==> src/hdl/lge_pkg.sv <==
// Shared types and constants for the life grid generation engine.
// No dependencies; imported by every module of the block.
`default_nettype none

package lge_pkg;

    // Default grid bounds for the top-level parameters.
    localparam int MAX_WIDTH_DEF  = 64;
    localparam int MAX_HEIGHT_DEF = 64;

    // Size registers
    localparam int        CFG_W     = 7;
    localparam int        APB_AW    = 3;
    localparam logic [CFG_W-1:0] SIZE_RESET = 7'd64;
    localparam logic      REG_WIDTH_IDX  = 1'b0;
    localparam logic      REG_HEIGHT_IDX = 1'b1;

    // Life rule neighbor counts
    localparam logic [3:0] LIVE_BIRTH = 4'd3;
    localparam logic [3:0] LIVE_KEEP  = 4'd2;

    typedef enum logic [1:0] {
        REQ_WRITE = 2'd0,
        REQ_GEN   = 2'd1,
        REQ_READ  = 2'd2,
        REQ_NOP   = 2'd3
    } t_req;

    typedef enum logic [2:0] {
        ST_CLEAR,
        ST_IDLE,
        ST_CELL,
        ST_GEN,
        ST_RESULT
    } t_state;

    typedef struct packed {
        logic wr_en;
        logic rd_en;
    } t_mem_ctl;

endpackage

`default_nettype wire

==> src/hdl/lge_mem.sv <==
// Row store of the cell grid: one row per entry, one write and one read port.
// Read data is registered. Uses lge_pkg.
`default_nettype none

module lge_mem
    import lge_pkg::*;
#(
    parameter int DEPTH = MAX_HEIGHT_DEF,
    parameter int WIDTH = MAX_WIDTH_DEF,
    parameter int AW    = (DEPTH > 1) ? $clog2(DEPTH) : 1
) (
    input  wire logic             i_clk,
    input  wire t_mem_ctl         i_ctl,
    input  wire logic [AW-1:0]    i_wr_addr,
    input  wire logic [WIDTH-1:0] i_wr_data,
    input  wire logic [AW-1:0]    i_rd_addr,
    output logic      [WIDTH-1:0] o_rd_data
);

    logic [WIDTH-1:0] r_mem [DEPTH];

    always_ff @(posedge i_clk) begin
        if (i_ctl.wr_en) begin
            r_mem[i_wr_addr] <= i_wr_data;
        end
    end

    always_ff @(posedge i_clk) begin
        if (i_ctl.rd_en) begin
            o_rd_data <= r_mem[i_rd_addr];
        end
    end

endmodule

`default_nettype wire

==> config.mk <==
export PLATFORM = sky130hd
export DESIGN_NAME = lge_mem
export DESIGN_NICKNAME = d
export VERILOG_FILES = /design/src/hdl/lge_pkg.sv /design/src/hdl/lge_mem.sv
export SDC_FILE = /design/constraint.sdc
export NUM_CORES = 2
export LEC_CHECK = 0
export BUFFER_PORTS_ARGS = -buffer_cell sky130_fd_sc_hd__buf_2
export CORE_MARGIN = 4
export CORE_UTILIZATION = 45
export CTS_BUF_LIST = sky130_fd_sc_hd__clkbuf_4
export DETAILED_ROUTE_END_ITERATION = 8
export PLACE_DENSITY_LB_ADDON = 0.12
export SLEW_MARGIN = 25
export SYNTH_ARGS = -nofsm -noshare
export SYNTH_HDL_FRONTEND = slang
export SYNTH_SLANG_ARGS = --single-unit
==> constraint.sdc <==
create_clock -name i_clk -period 6.05 [get_ports i_clk]
set_input_delay 0.605 -clock i_clk [delete_from_list [all_inputs] [get_ports i_clk]]
set_output_delay 0.605 -clock i_clk [all_outputs]
set_load 0.02 [all_outputs]
==> results.sh <==
export IMPL_wl_um=458000
export IMPL_rsz0062_at_grt="false"
export IMPL_syn_area_sq_um=157000
export IMPL_crit_fanout=17
export IMPL_relSlewSlack=0.259
export IMPL_nets=8005
export IMPL_synth_distinct_cells=32
export IMPL_dieHeight_um=599
export IMPL_cts_sinks=4160
export IMPL_drtAntennaViolNets=0
export IMPL_r2r_setup_slack_ns=3.56
export IMPL_syn_to_final_growth_pct=14.5
export IMPL_dr_pass1_iters=5
export IMPL_clk_pin_slew_ns=0.06
export IMPL_clk_latency_ns=1.65
export IMPL_fin_skew_ns=0.0995
export IMPL_nFillCells=27600
export IMPL_die_area_sq_um=358000
export IMPL_tightest_slew_ns=1.11
export IMPL_status="finished, final reports clean"
export IMPL_grt_ovfl_total=0
export IMPL_core_area_sq_um=347000
export IMPL_drcViolationCount=0
export IMPL_synthCells=6598
export IMPL_final_max_slew_viol_count=0
export IMPL_final_setup_tns_ns=0
export IMPL_cts_max_level=7
export IMPL_die_w_um=599
export IMPL_leakagePower_uw=0.0575
export IMPL_startpoint_type="input pin"
export IMPL_drv_cap=0
export IMPL_drtIter0Drc=9437
export IMPL_grt_pass1_vias=83000
export IMPL_place_ws_ns=2.03
export IMPL_fin_crit_ns=3.38
export IMPL_hold_viol=0
export IMPL_grt_max_degree=119
export IMPL_io_buffers=142
export IMPL_avgRoutedWirePerCell_um=34.8
export IMPL_finalSetupViolCount=0
export IMPL_grt_pass1_wl_um=636000
export IMPL_io_pin_count=143
export IMPL_gp_congestion=0.766
export IMPL_worst_ep_arrival_time_ns=4.61
export IMPL_cts_buffers=1150
export IMPL_avgSynthCellArea_sq_um=23.8
export IMPL_cts_setup_buffers=0
export IMPL_worstSetupEndpointType="register"
export IMPL_worst_ep_required_time_ns=7.28
export IMPL_ys_warn_count=0
export IMPL_timing_worst_setup_path_type="input pin to register"
export IMPL_hpwl_um=248000
export IMPL_finalCritPeriodShare=0.559
export IMPL_fmax_mhz=296
export IMPL_ys_seq_elements=4160
export IMPL_peakVddDrop_mv=0.184
export IMPL_ys_seq_area_frac=0.796
export IMPL_synthesis_nets=6677
export IMPL_antenna_found_initial=47
export IMPL_holdWs_ns=0.104
export IMPL_powerDensity_nw_per_um2=326
export IMPL_final_cell_mix="edfxtp_1, clkbuf_4, mux4_2, buf_4, a22oi_1"
export IMPL_clockBufferDepth=5
export IMPL_final_common_cell="edfxtp_1"
export IMPL_drive_above_1_share=0.376
export IMPL_cts_tree="yes"
export IMPL_root_buffer="clkbuf_4"
export IMPL_fin_ws_ns=2.67
export IMPL_track_usage=0.258
export IMPL_start_util=0.453
export IMPL_num_rows=216
export IMPL_via_count=80200
export IMPL_min_path_type="input pin to register"
export IMPL_viasPerCell=6.08
[area by class of cell]
cell class	instances	area, sq um	area share
inverter	19	71.3	0.000397
clock buffer	1618	12100	0.0676
timing repair buffer	546	5080	0.0282
clock inverter	194	1030	0.00572
tap	4578	5730	0.0319
sequential	4160	125000	0.695
multi-input combinational	2049	30800	0.171
antenna	20	50.0	0.000278
[final timing paths]
path | from | end | cells past startpoint
worst min register to register | r_mem[37][0] | o_rd_data[0] | 4
worst max-delay path | i_wr_addr[4] | r_mem[51][56] | 8
worst max register to register | r_mem[63][53] | o_rd_data[53] | 6
worst min-delay path | i_wr_data[22] | r_mem[21][22] | 2
[cells by family (layout without fill, tap and decap cells)]
group,Yosys count,after routing,synth area share
flip-flops,4160,4160,0.796
multiplexers,1159,1159,0.156
AO/OA/AOI/OAI,504,504,0.0247
buffers and inverters,389,2377,0.0118
AND/OR/NAND/NOR,386,386,0.0123
other,0,20,0
[cells in the mapped netlist (all sizes together)]
library cell | instances | share of area
nand3 | 45 | 0.0014
or3 | 29 | 0.0012
nor3 | 2 | 0.000064
a31oi | 18 | 0.00072
a31o | 1 | 0.000056
mux4 | 1024 | 0.15
buf | 230 | 0.0080
nand4b | 1 | 0.000056
nor2b | 28 | 0.0011
a22o | 88 | 0.0049
a41oi | 26 | 0.0015
nand4 | 2 | 0.000080
nor2 | 112 | 0.0027
and2 | 3 | 0.00012
a2bb2oi | 19 | 0.0011
a211oi | 63 | 0.0030
o22ai | 83 | 0.0033
mux2i | 135 | 0.0086
clkbuf | 140 | 0.0033
edfxtp | 4160 | 0.80
o221ai | 38 | 0.0021
nand2b | 11 | 0.00044
nand3b | 2 | 0.000096
inv | 19 | 0.00045
nand2 | 58 | 0.0014
a22oi | 168 | 0.0080
or3b | 1 | 0.000056
or2 | 28 | 0.0011
and3 | 64 | 0.0026
[worst max-delay path: stages]
cell and delay (ns):
dlygate4sd3_1 0.64, buf_2 0.20, nor2b_1 0.21, nand4_1 0.12, dlygate4sd3_1 0.72, nor2_4 0.25, dlygate4sd3_1 1.31, buf_4 0.52
[per-stage QoR]
stage               power, uW  area (sq um)   util  instances
floorplan               34200        157000      -       6598
global placement        35400        165000  0.475      11200
detailed placement      35500        165000  0.476      11200
CTS                     59300        179000  0.517      13100
global route            61200        180000  0.519      13200
finish                  58600        180000  0.519      13200
[flip-flops by register name, indices dropped and copies added, names as in the netlist]
signal	flops
r_mem	4096
o_rd_data	64
[metal layers]
metal	share of wire	global-route usage
met5	0.000015	0
met4	0.025	0.0866
met3	0.077	0.0604
met2	0.49	0.410
met1	0.41	0.354
[repair_timing]
item | in CTS | in global routing
hold buffers | 91 | 36
resized for setup | 0 | 0
hold endpoints to repair | 4758 | 1143
[report_power, final]
part           switching, uW  internal (uW)
Clock                  11100          12600
Sequential               123          32000
Combinational           1790           1060
Total                  13000          45600
No activity file was read; power rests on OpenSTA's default activity.
