--- src/hdl/lge_pkg.sv ---
// Shared types and constants for the life grid generation engine.
// No dependencies; imported by every module of the block.
`default_nettype none

package lge_pkg;

    // Default grid bounds for the top-level parameters.
    localparam int MAX_WIDTH_DEF  = 64;
    localparam int MAX_HEIGHT_DEF = 64;

    // Size registers
    localparam int        CFG_W     = 7;
    localparam int        APB_AW    = 3;
    localparam logic [CFG_W-1:0] SIZE_RESET = 7'd64;
    localparam logic      REG_WIDTH_IDX  = 1'b0;
    localparam logic      REG_HEIGHT_IDX = 1'b1;

    // Life rule neighbor counts
    localparam logic [3:0] LIVE_BIRTH = 4'd3;
    localparam logic [3:0] LIVE_KEEP  = 4'd2;

    typedef enum logic [1:0] {
        REQ_WRITE = 2'd0,
        REQ_GEN   = 2'd1,
        REQ_READ  = 2'd2,
        REQ_NOP   = 2'd3
    } t_req;

    typedef enum logic [2:0] {
        ST_CLEAR,
        ST_IDLE,
        ST_CELL,
        ST_GEN,
        ST_RESULT
    } t_state;

    typedef struct packed {
        logic wr_en;
        logic rd_en;
    } t_mem_ctl;

endpackage

`default_nettype wire

--- src/hdl/lge_rule.sv ---
// Next-generation logic for one grid row from the rows above, at and below it.
// Columns wrap at the in-use width; columns beyond it keep their value. Uses lge_pkg.
`default_nettype none

module lge_rule
    import lge_pkg::*;
#(
    parameter int WIDTH = MAX_WIDTH_DEF,
    parameter int CW    = (WIDTH > 1) ? $clog2(WIDTH) : 1,
    parameter int WW    = (CW + 1 > CFG_W) ? CW + 1 : CFG_W
) (
    input  wire logic [WIDTH-1:0] i_up,
    input  wire logic [WIDTH-1:0] i_mid,
    input  wire logic [WIDTH-1:0] i_dn,
    input  wire logic [WW-1:0]    i_w_eff,
    output logic      [WIDTH-1:0] o_next
);

    logic [CW-1:0] w_last;

    assign w_last = CW'(i_w_eff - WW'(1));

    always_comb begin
        logic [CW-1:0] li;
        logic [CW-1:0] ri;
        logic [CW-1:0] ci;
        logic [3:0]    cnt;
        o_next = i_mid;
        for (int c = 0; c < WIDTH; c++) begin
            ci  = CW'(c);
            li  = (ci == '0) ? w_last : ci - CW'(1);
            ri  = (ci == w_last) ? '0 : ci + CW'(1);
            cnt = {3'b0, i_up[li]} + {3'b0, i_up[ci]} + {3'b0, i_up[ri]}
                + {3'b0, i_mid[li]} + {3'b0, i_mid[ri]}
                + {3'b0, i_dn[li]} + {3'b0, i_dn[ci]} + {3'b0, i_dn[ri]};
            if (WW'(c) < i_w_eff) begin
                o_next[c] = (cnt == LIVE_BIRTH) || (i_mid[c] && (cnt == LIVE_KEEP));
            end
        end
    end

endmodule

`default_nettype wire

--- config.mk ---
export PLATFORM = sky130hd
export DESIGN_NAME = lge_rule
export DESIGN_NICKNAME = d
export VERILOG_FILES = /design/src/hdl/lge_pkg.sv /design/src/hdl/lge_rule.sv
export SDC_FILE = /design/constraint.sdc
export NUM_CORES = 1
export LEC_CHECK = 0
export BUFFER_PORTS_ARGS = -buffer_cell sky130_fd_sc_hd__buf_2
export CORE_MARGIN = 4
export CORE_UTILIZATION = 55
export DETAILED_ROUTE_END_ITERATION = 8
export PLACE_DENSITY = 0.84
export REMOVE_ABC_BUFFERS = 1
export SLEW_MARGIN = 15
export SYNTH_ARGS = -nofsm -noshare
export SYNTH_HDL_FRONTEND = slang
export SYNTH_SLANG_ARGS = --single-unit
--- constraint.sdc ---
create_clock -name vclk -period 15.29
set_input_delay 3.058 -clock vclk [all_inputs]
set_output_delay 3.058 -clock vclk [all_outputs]
set_load 0.02 [all_outputs]
==> flow_summary.json <==
{
  "status": "complete, no violations",
  "fin_crit_ns": 11.88,
  "power_density_nw_per_um2": 65.3,
  "synthesis.area_um2": 15800,
  "ctsResizeCount": 0,
  "first_pass_iters": 5,
  "setup_viol": 0,
  "cp-start-kind": "input pin",
  "tns_ns": 0,
  "end_kind": "output port",
  "die_h_um": 177,
  "row_count": 61,
  "relSlewSlack": 0.233,
  "hold_viol_final": 0,
  "postCtsSetupBuffers": 0,
  "regArea_um2": 0,
  "synth_cell_types": 55,
  "instances_no_fill": 2278,
  "critical_path_arrival_ns": 8.83,
  "grt_pass1_vias": 14800,
  "grtUsageTotal": 0.307,
  "synthDominantCellAreaShare": 0.325,
  "die_area_um2": 31500,
  "cts_hold_buffers": 0,
  "dp_hpwl_um": 41600,
  "critPathMaxFanout": 49,
  "cp.required_ns": 12.23,
  "grt_max_degree": 68,
  "fmax_ghz": 0.0841,
  "synth-seq-area-share": 0,
  "finalMaxSlewViolations": 0,
  "port_buffers": 263,
  "maxCapViolCount": 0,
  "area.growth.synth_to_final_pct": 9.74,
  "drtIter0Drc": 1333,
  "vias": 14200,
  "grt_first_pass_wirelength_um": 77700,
  "final_nets": 2548,
  "worstHoldStart": "i_mid[10]",
  "gp_congestion": 1.00,
  "yosysTopAreaCell": "fa_1",
  "wl_um": 49200,
  "core_area_um2": 28100,
  "critPathKind": "input pin to output port",
  "postRouteAntennaNets": 0,
  "final_layout_size_suffix_gt1_frac": 0.217,
  "placedCellCount": 2272,
  "num-clock-buffers": 0,
  "initial_core_util": 0.562,
  "design.portCount": 263,
  "period_share": 0.777,
  "fin_ws_ns": 3.41,
  "min_path_type": "input pin to output port",
  "overflow": 0,
  "via_per_inst": 6.23,
  "dp_worst_setup_slack_ns": 3.55,
  "p_leak_nw": 9.64,
  "rsz0062_at_grt": "no",
  "die_x_um": 177,
  "drc": 0,
  "yosysWarnings": 0,
  "vdd_ir_drop_max_v": 0.0000473,
  "antenna_found_initial": 6,
  "synth.area.top_cells": "fa_1, ha_1, mux2i_1, a21oi_1, inv_1",
  "syn_inst": 1686,
  "whs_path_depth": 4,
  "post_drt_wl_per_cell_um": 21.6,
  "avgSynthCellArea_um2": 9.36,
  "whs_endpoint": "o_next[10]",
  "tightestPinTransition_ns": 1.15,
  "design.seq.count": 0
}
-- worst max path at each step --
stage                     startpoint        end  slack (ns)  cells after the start
after global routing      i_w_eff[0]  o_next[0]        3.11                     18
after floorplan           i_w_eff[0]  o_next[0]        2.86                     15
after CTS                 i_w_eff[0]  o_next[0]        3.55                     18
after global placement    i_w_eff[0]  o_next[0]        3.67                     18
final                     i_w_eff[0]  o_next[0]        3.41                     18
after detailed placement  i_w_eff[0]  o_next[0]        3.55                     18
-- Yosys cell counts, types with 4 or more instances --
library cell / instances
mux2_4: 38
mux2i_1: 227
buf_2: 13
mux2_2: 19
nand3b_1: 6
nand4_1: 6
nand3_1: 83
nor2b_4: 4
a22oi_1: 48
o21ai_0: 83
fa_1: 256
and2_4: 6
inv_1: 203
a21o_1: 7
a21oi_1: 218
clkbuf_1: 41
nor2_1: 22
nand2b_1: 5
nand2_1: 92
nand2_4: 49
ha_1: 197
buf_12: 4
mux2_1: 7
-- layer usage --
| metal | routed length [um] | up-vias | track usage |
|---|---|---|---|
| met2 | 23000 | 829 | 0.504 |
| met5 | 0 | - | 0 |
| met3 | 5070 | 183 | 0.0609 |
| li1 | - | 6272 | - |
| met1 | 18800 | 6903 | 0.397 |
| met4 | 2390 | 0 | 0.131 |
-- critical path, cell delays in order --
cell,delay [ns]
buf_2,0.26
clkinv_1,0.36
ha_4,0.91
buf_4,0.74
mux2i_1,0.29
a22oi_1,0.09
nand3b_1,0.23
nand4_1,0.14
mux2i_1,0.23
fa_1,0.49
fa_1,0.56
inv_1,0.04
ha_1,0.22
fa_1,0.38
o21ai_0,0.15
nand2_1,0.07
a21oi_1,0.30
buf_2,0.24
-- through the flow --
step,instance area (um^2),util,hold slack (ns),power [mW]
6_report,17300,0.617,6.52,1.13
5_1_grt,17300,0.617,6.54,1.28
4_1_cts,17300,0.616,6.51,1.13
3_5_place_dp,17300,0.616,6.51,1.12
3_3_place_gp,17300,0.616,6.51,1.05
2_1_floorplan,15400,-,6.24,0.786
-- layout by cell type (no fill, tap or decap), types with 3 or more instances in the layout --
cell type,netlist,final
nand3b_1,6,6
nor2b_1,3,3
nand2b_1,5,5
nand2_1,92,92
and2_1,3,5
nand3_1,83,83
nand4_1,6,6
diode_2,0,6
and3_1,3,3
mux2_2,19,19
buf_4,3,10
mux2i_1,227,227
and2_4,6,6
nand2_4,49,49
buf_2,13,263
a21o_1,7,7
nor2_1,22,20
mux2_1,7,7
ha_1,197,196
clkinv_1,3,3
a22oi_1,48,48
nor2b_4,4,4
o21ai_0,83,83
inv_1,203,203
fa_1,256,256
a21oi_1,218,218
mux2_4,38,38
-- power by group --
group          internal [mW]  leakage, nW  switching [mW]     total, mW
Sequential                 0            0               0             0
Combinational          0.459         9.64           0.672          1.13
Clock           0.0000000525    0.0000380               0  0.0000000526
Total                  0.459         9.64           0.672          1.13
-- cell families (layout without fill, tap and decap cells) --
kind of cell	Yosys count	count (layout)	share of synthesized area
and+or+nand+nor	298	298	0.115
adders and majority gates	453	453	0.481
xor gates and xnor gates	4	4	0.00388
AOI/OAI and AO/OA	369	369	0.130
buffers and inverters	271	479	0.0717
muxes	291	291	0.199
other	0	6	0
-- layout make-up --
type                       count  area (um^2)
inverter                     206          773
fill                        2380        10800
tap                          378          473
multi-input combinational   1415        14700
timing repair buffer         273         1390
antenna                        6         15.0
Note: power is estimated with default switching activity, not from simulation.
